--- config.mk ---
export PLATFORM = sky130hd
export DESIGN_NAME = pixel_channel_mask_repack_unit
export DESIGN_NICKNAME = d
export VERILOG_FILES = /design/src/rtl/core/pcmr_pkg.sv /design/src/rtl/core/pcmr_gather_cell.sv /design/src/rtl/core/pcmr_scatter_cell.sv /design/src/rtl/core/pixel_channel_mask_repack_unit.sv
export SDC_FILE = /design/constraint.sdc
export NUM_CORES = 2
export LEC_CHECK = 0
export BUFFER_PORTS_ARGS = -buffer_cell sky130_fd_sc_hd__buf_2
export CAP_MARGIN = 20
export CELL_PAD_IN_SITES_DETAIL_PLACEMENT = 1
export CELL_PAD_IN_SITES_GLOBAL_PLACEMENT = 1
export CORE_ASPECT_RATIO = 0.7
export CORE_MARGIN = 3
export CORE_UTILIZATION = 55
export CTS_CLUSTER_DIAMETER = 30
export DETAILED_ROUTE_END_ITERATION = 8
export GPL_TIMING_DRIVEN = 0
export HOLD_SLACK_MARGIN = 0.15
export PLACE_DENSITY = 0.75
export REMOVE_ABC_BUFFERS = 1
export SKIP_LAST_GASP = 1
export SYNTH_ARGS = -nofsm -noshare
export SYNTH_HDL_FRONTEND = slang
export SYNTH_SLANG_ARGS = --single-unit
--- constraint.sdc ---
create_clock -name clk -period 2.2 [get_ports clk]
set_input_delay 0.33 -clock clk [delete_from_list [all_inputs] [get_ports clk]]
set_output_delay 0.33 -clock clk [all_outputs]
set_load 0.03 [all_outputs]
--- src/rtl/core/pcmr_pkg.sv ---
// ----------------------------------------------------------------------------
// pcmr_pkg
// shared widths, register map, reset masks and cell stage types for the
// pixel channel mask repack unit
// ----------------------------------------------------------------------------
package pcmr_pkg;

    localparam int PIX_W     = 32;
    localparam int NUM_CH    = 4;
    localparam int CFG_IDX_W = 4;

    // register map
    localparam logic [CFG_IDX_W-1:0] IDX_SRC_RED   = 4'd0;
    localparam logic [CFG_IDX_W-1:0] IDX_SRC_GREEN = 4'd1;
    localparam logic [CFG_IDX_W-1:0] IDX_SRC_BLUE  = 4'd2;
    localparam logic [CFG_IDX_W-1:0] IDX_SRC_ALPHA = 4'd3;
    localparam logic [CFG_IDX_W-1:0] IDX_DST_RED   = 4'd4;
    localparam logic [CFG_IDX_W-1:0] IDX_DST_GREEN = 4'd5;
    localparam logic [CFG_IDX_W-1:0] IDX_DST_BLUE  = 4'd6;
    localparam logic [CFG_IDX_W-1:0] IDX_DST_ALPHA = 4'd7;

    // channel order: red, green, blue, alpha from index 0 up
    localparam logic [NUM_CH-1:0][PIX_W-1:0] SRC_MASK_RST = {
        32'hFF000000, 32'h00FF0000, 32'h0000FF00, 32'h000000FF
    };
    localparam logic [NUM_CH-1:0][PIX_W-1:0] DST_MASK_RST = {
        32'hFF000000, 32'h00FF0000, 32'h0000FF00, 32'h000000FF
    };

    typedef struct packed {
        logic [PIX_W-1:0] pixel_in;
        logic             last_in;
    } pcmr_in_t;

    typedef struct packed {
        logic [PIX_W-1:0] pixel_out;
        logic             last_out;
    } pcmr_out_t;

    // beat moving down the gather chain
    typedef struct packed {
        logic                         valid;
        logic                         last;
        logic [PIX_W-1:0]             pixel;
        logic [NUM_CH-1:0][PIX_W-1:0] chan;
    } pcmr_gather_t;

    // beat moving down the scatter chain
    typedef struct packed {
        logic                         valid;
        logic                         last;
        logic [NUM_CH-1:0][PIX_W-1:0] chan;
        logic [PIX_W-1:0]             word;
    } pcmr_scatter_t;

endpackage

--- src/rtl/core/pcmr_gather_cell.sv ---
// ----------------------------------------------------------------------------
// pcmr_gather_cell
// one source bit position: appends the pixel's top bit to every channel
// whose source mask selects this position
// ----------------------------------------------------------------------------
module pcmr_gather_cell (
    input  logic                                  clk,
    input  logic                                  rst_n,
    input  logic [pcmr_pkg::NUM_CH-1:0]           mask_bit,
    input  pcmr_pkg::pcmr_gather_t                stage_in,
    output pcmr_pkg::pcmr_gather_t                stage_out
);
    import pcmr_pkg::*;

    pcmr_gather_t stage_reg;
    pcmr_gather_t stage_next;

    always_comb
    begin
        stage_next       = stage_in;
        // positions are visited from high to low, so shifting left keeps
        // the lowest selected position at bit 0
        stage_next.pixel = {stage_in.pixel[PIX_W-2:0], 1'b0};
        for (int c = 0; c < NUM_CH; c++)
        begin
            if (mask_bit[c])
            begin
                stage_next.chan[c] = {stage_in.chan[c][PIX_W-2:0],
                                      stage_in.pixel[PIX_W-1]};
            end
        end
    end

    always_ff @(posedge clk or negedge rst_n)
    begin
        if (!rst_n)
        begin
            stage_reg <= '0;
        end
        else
        begin
            stage_reg <= stage_next;
        end
    end

    assign stage_out = stage_reg;

endmodule

--- src/rtl/core/pcmr_scatter_cell.sv ---
// ----------------------------------------------------------------------------
// pcmr_scatter_cell
// one destination bit position: channels whose destination mask selects it
// give up their next packed bit, ORed into the output word
// ----------------------------------------------------------------------------
module pcmr_scatter_cell (
    input  logic                                  clk,
    input  logic                                  rst_n,
    input  logic [pcmr_pkg::NUM_CH-1:0]           mask_bit,
    input  pcmr_pkg::pcmr_scatter_t               stage_in,
    output pcmr_pkg::pcmr_scatter_t               stage_out
);
    import pcmr_pkg::*;

    pcmr_scatter_t stage_reg;
    pcmr_scatter_t stage_next;
    logic          out_bit;

    always_comb
    begin
        stage_next = stage_in;
        out_bit    = 1'b0;
        for (int c = 0; c < NUM_CH; c++)
        begin
            if (mask_bit[c])
            begin
                out_bit            = out_bit | stage_in.chan[c][0];
                stage_next.chan[c] = {1'b0, stage_in.chan[c][PIX_W-1:1]};
            end
        end
        // positions visited low to high; after all cells the first lands at bit 0
        stage_next.word = {out_bit, stage_in.word[PIX_W-1:1]};
    end

    always_ff @(posedge clk or negedge rst_n)
    begin
        if (!rst_n)
        begin
            stage_reg <= '0;
        end
        else
        begin
            stage_reg <= stage_next;
        end
    end

    assign stage_out = stage_reg;

endmodule

--- src/rtl/core/pixel_channel_mask_repack_unit.sv ---
// ----------------------------------------------------------------------------
// pixel_channel_mask_repack_unit
// repacks a 32-bit pixel from one bitmask channel layout into another
// ----------------------------------------------------------------------------
// usage:
//   input beat: start high with src (pixel_in, last_in) is taken at that
//   clock edge; busy stays low, so a new pixel may enter every cycle
//   result beat: done is high for exactly one cycle with result
//   (pixel_out, last_out); the receiver cannot stall and need not
//   pipeline: the accepting edge and the done cycle are separated by
//   the chain of 32 gather cells followed by 32 scatter cells, each one
//   register stage for one bit position
//   throughput: one pixel per cycle, sustained
//   config: cfg_we with cfg_index and cfg_data writes one mask register
//   (0..3 source red/green/blue/alpha, 4..7 destination); others are ignored;
//   the user must change masks only while no pixel is in flight; unenforced
//   reset: all in-flight beats are dropped, masks return to the
//   byte-per-channel layout with red in the low byte
// ----------------------------------------------------------------------------
module pixel_channel_mask_repack_unit (
    input  logic                              clk,
    input  logic                              rst_n,
    input  logic                              start,
    output logic                              busy,
    input  pcmr_pkg::pcmr_in_t                src,
    output logic                              done,
    output pcmr_pkg::pcmr_out_t               result,
    input  logic                              cfg_we,
    input  logic [pcmr_pkg::CFG_IDX_W-1:0]    cfg_index,
    input  logic [pcmr_pkg::PIX_W-1:0]        cfg_data
);
    import pcmr_pkg::*;

    // mask registers, one row per channel
    logic [NUM_CH-1:0][PIX_W-1:0] src_mask_reg;
    logic [NUM_CH-1:0][PIX_W-1:0] src_mask_next;
    logic [NUM_CH-1:0][PIX_W-1:0] dst_mask_reg;
    logic [NUM_CH-1:0][PIX_W-1:0] dst_mask_next;

    // chain taps: index 0 is the chain input, index PIX_W the last cell
    pcmr_gather_t  g_stage [PIX_W+1];
    pcmr_scatter_t s_stage [PIX_W+1];

    // config write decode
    always_comb
    begin
        src_mask_next = src_mask_reg;
        dst_mask_next = dst_mask_reg;
        if (cfg_we)
        begin
            unique case (cfg_index)
                IDX_SRC_RED:   src_mask_next[0] = cfg_data;
                IDX_SRC_GREEN: src_mask_next[1] = cfg_data;
                IDX_SRC_BLUE:  src_mask_next[2] = cfg_data;
                IDX_SRC_ALPHA: src_mask_next[3] = cfg_data;
                IDX_DST_RED:   dst_mask_next[0] = cfg_data;
                IDX_DST_GREEN: dst_mask_next[1] = cfg_data;
                IDX_DST_BLUE:  dst_mask_next[2] = cfg_data;
                IDX_DST_ALPHA: dst_mask_next[3] = cfg_data;
                default:       ; // unmapped index, write dropped
            endcase
        end
    end

    always_ff @(posedge clk or negedge rst_n)
    begin
        if (!rst_n)
        begin
            src_mask_reg <= SRC_MASK_RST;
            dst_mask_reg <= DST_MASK_RST;
        end
        else
        begin
            src_mask_reg <= src_mask_next;
            dst_mask_reg <= dst_mask_next;
        end
    end

    // every pixel is independent and the chain never stalls
    assign busy = 1'b0;

    // beat entering the gather chain
    always_comb
    begin
        g_stage[0].valid = start;
        g_stage[0].last  = src.last_in;
        g_stage[0].pixel = src.pixel_in;
        g_stage[0].chan  = '0;
    end

    // gather chain: cell k handles source position PIX_W-1-k
    for (genvar k = 0; k < PIX_W; k++)
    begin : g_gather
        logic [NUM_CH-1:0] mask_bit;
        for (genvar c = 0; c < NUM_CH; c++)
        begin : g_bit
            assign mask_bit[c] = src_mask_reg[c][PIX_W-1-k];
        end
        pcmr_gather_cell u_cell (
            .clk       (clk),
            .rst_n     (rst_n),
            .mask_bit  (mask_bit),
            .stage_in  (g_stage[k]),
            .stage_out (g_stage[k+1])
        );
    end

    // hand packed channel values over to the scatter chain
    always_comb
    begin
        s_stage[0].valid = g_stage[PIX_W].valid;
        s_stage[0].last  = g_stage[PIX_W].last;
        s_stage[0].chan  = g_stage[PIX_W].chan;
        s_stage[0].word  = '0;
    end

    // scatter chain: cell k handles destination position k
    for (genvar k = 0; k < PIX_W; k++)
    begin : g_scatter
        logic [NUM_CH-1:0] mask_bit;
        for (genvar c = 0; c < NUM_CH; c++)
        begin : g_bit
            assign mask_bit[c] = dst_mask_reg[c][k];
        end
        pcmr_scatter_cell u_cell (
            .clk       (clk),
            .rst_n     (rst_n),
            .mask_bit  (mask_bit),
            .stage_in  (s_stage[k]),
            .stage_out (s_stage[k+1])
        );
    end

    // last scatter cell is the output register
    assign done             = s_stage[PIX_W].valid;
    assign result.pixel_out = s_stage[PIX_W].word;
    assign result.last_out  = s_stage[PIX_W].last;

    // every accepted pixel comes out exactly after the full chain
    a_start_to_done: assert property (@(posedge clk) disable iff (!rst_n)
        start |-> ##64 done)
        else $error("accepted pixel did not reach the output in time");

    // no result without a pixel accepted one chain length earlier
    a_done_has_start: assert property (@(posedge clk) disable iff (!rst_n)
        done |-> $past(start, 64))
        else $error("result beat without a matching input beat");

    // all pixel bits are consumed by the end of the gather chain
    a_gather_drained: assert property (@(posedge clk) disable iff (!rst_n)
        g_stage[PIX_W].valid |-> (g_stage[PIX_W].pixel == '0))
        else $error("gather chain left pixel bits unconsumed");

endmodule
==> impl_results.md <==
* Synth Area in Simple Gates at 0.540%
* Final-report setup violation count at 0
* Std-Cell Rows at 179
* Largest fanout on the critical path at 9
* Power share of the clock group at 41.7%
* Worst VDD drop at 0.000767 V
* First-pass GRT wire length at 616 mm
* Share of the synthesized area in the top cell type at 72.0%
* IO Pins at 108
* Initial Utilization at 55.4%
* Average cell area after synthesis at 18.1 um2
* Fraction of layout cells with a size suffix above 1 at 49.7%
* Worst reg2reg path depth at 2
* Total core area at 341,000 um2
* Hold Crit Class: in2async
* Final worst path period need at 2.13 ns
* DRC violations left at 0
* Pre-antenna DRT Iters at 5
* Crit path capture type: flop
* Synthesized area at 189,000 um2
* Power Density at 1280 nW/um2
* CTS buffer count at 695
* CP Launch Type: primary input
* Placed instance count at 14,600
* Worst Path Arrival at 2.97 ns
* CTS tree: built
* RSZ-0062 raised after global routing: no
* P_int at 213 mW
* Port buffer count at 106
* Vias per cell at 5.33
* Adder-Cell Fraction of Synth Area at 0%
* Highest clock rate at 470 MHz
* Post-CTS setup buffers at 0
* Max Slew Vio Count at 0
* Clk sinks at 5,504
* DIE WIDTH at 707 um
* Post-detail-place hpwl at 208 mm
* Post-synthesis sequential area ratio at 72.9%
* Gp weighted congestion at 0.778
* Status: finished with violations
* Vias in the first global route at 101,000
* DR iter-0 viols at 4,599
* Clock Tree Buf Depth at 4
* Critical path class: in2reg
* FF-to-FF setup slack at 0.28 ns
* Routed WL at 393 mm
* Final period util at 96.8%
* Max FFs per register at 2,672
* Synth top area cells: dfrtp_1, mux2_2, dfstp_2
* Largest net degree at the start of global routing at 186
* Htree depth at 6
* Slew headroom at 25.8%
* Remaining Overflow, GRT at 0
* Drt wl/cell at 24.3 um
* Cells after Synth at 10,500
* Max-cap violations at 0
* Combinational Power Share at 10.9%
* Netlist cell types at 21
* Net Switching at 73.0 mW
* Initial antenna violation count at 37
* Remaining antenna violation count at 0
* Area Overhead vs Synth at 17.9%
* Die H at 496 um
* Mux share of post-synthesis cell area at 25.2%
* Seq pwr share at 47.4%
* Synth Area in Compound Gates at 0.254%
* Worst-Margin Slew at 1.11 ns
* Total track usage at 22.5%
* Root buf cell: clkbuf_16
* Hold violation total from the final report at 460
* Failing checks: negative hold slack
* Vias at 86,200
* Switching part of the total at 25.5%
* Main combinational cell family by area after synthesis: multiplexers
* Post-synthesis xor/xnor area fraction at 0%
* DIE AREA at 351,000 um2
* Yosys top cell by area: dfrtp_1
* CP required at 3.04 ns
* Max Clock Skew at 0.0568 ns
* Core Util, Final at 65.4%
* Post-route non-filler standard cell count at 16,200
* Yosys warnings at 0
* WHS at -0.720 ns
* Seq cells post-synth at 5,504
* Clk slew on worst S/H paths at 0.06 ns
* Clock Latency Late Sink at 0.97 ns
* Pleak at 109 nW
* Fin nets at 11,100
[power by group through the flow]
stage	registers [mW]	clock network [mW]	logic [mW]
global route	138	127	33.7
CTS	137	122	29.0
finish	136	119	31.2
floorplan	131	0	21.2
global placement	137	0	25.0
detailed placement	137	0	27.1
[cell type report]
class / instances / area, um2
Timing Repair Buffer: 360 / 5410
Tap cell: 4525 / 5660
Clock inverter: 472 / 5990
Sequential cell: 5504 / 138000
Multi-Input combinational cell: 4461 / 49200
Clock buffer: 821 / 18700
Antenna cell: 17 / 42.5
Fill cell: 27500 / 118000
[layout by cell type (no fill, tap or decap), types with 6 or more instances in the layout]
cell type      count
inv_6            111
bufbuf_16         26
clkinvlp_4        85
clkinv_4          55
clkbuf_16        715
clkinv_2          82
clkbuf_1          54
dfrtp_1         5440
inv_16             6
clkbuf_8          58
dlygate4sd3_1    117
clkinv_8          21
dfstp_2           64
buf_12            11
mux2_2          4193
buf_16            86
a22oi_1           64
bufinv_16         94
nand2_1           33
buf_2            105
inv_8             18
and2_1           128
diode_2           17
mux2_4            30
buf_8              8
[final timing paths]
path                                                    startpoint                            endpoint
worst min-delay path                                         rst_n   g_scatter[5].u_cell.stage_out[43]
max in group asynchronous                                    rst_n   g_gather[2].u_cell.stage_out[161]
worst max register to register                    dst_mask_reg[71]   g_scatter[7].u_cell.stage_out[31]
worst min register to register  g_gather[11].u_cell.stage_out[146]  g_gather[12].u_cell.stage_out[147]
worst max-delay path                                  cfg_index[3]                    dst_mask_reg[96]
min in group clk                g_gather[11].u_cell.stage_out[146]  g_gather[12].u_cell.stage_out[147]
[stage by stage]
stage	setup slack (ns)	cell area (um2)	hold WS, ns	power, mW	TNS (ns)
2_1_floorplan	-0.197	187000	0.0344	152	-14.81
3_3_place_gp	-116.31	193000	0.331	162	-
3_5_place_dp	-4.53	194000	0.336	164	-8539.49
4_1_cts	0.0233	222000	-0.806	287	0
5_1_grt	0.0482	223000	-0.773	299	0
6_report	0.0709	223000	-0.720	286	0
[logic make-up after synthesis]
group / count (synthesis)
AO/OA/AOI/OAI: 64
buffers and inverters: 493
flip-flops: 5504
multiplexers: 4224
other: 1
AND/OR/NAND/NOR: 172
[critical path: stages]
cell and delay (ns):
dlygate4sd3_1 0.54, buf_2 0.13, nand3b_4 0.20, nor2_4 0.21, dlygate4sd3_1 1.13, mux2_2 0.41
[Yosys cell counts]
cell	n
and3_1	1
or3_1	1
mux2_2	4193
mux2_4	30
and2_1	128
buf_2	65
dfrtp_1	5440
nor2_1	2
conb_1	1
buf_6	3
clkbuf_2	1
nand3b_1	2
buf_1	128
buf_4	4
mux2_1	1
clkbuf_1	292
nand3b_4	1
a22oi_1	64
nor3b_2	3
nand2_1	34
dfstp_2	64
[routing by layer]
layer / vias to the layer above / track usage, % / part of all wire [%]
li1: 37700 / - / -
met1: 46500 / 31.0 / 43
met2: 1345 / 36.9 / 50
met3: 638 / 4.13 / 4.4
met4: 4 / 6.98 / 2.8
met5: - / 0 / 0.0066
[repair_timing]
item / CTS / global route
hold buffers: 129 / 2
gates cloned: 28 / 6
pin swaps: 0 / 0
gates resized for setup: 2 / 2
endpoints found under the hold margin: 1457 / 385
setup endpoints to repair: 3314 / 813
(Power assumes the default switching activity.)
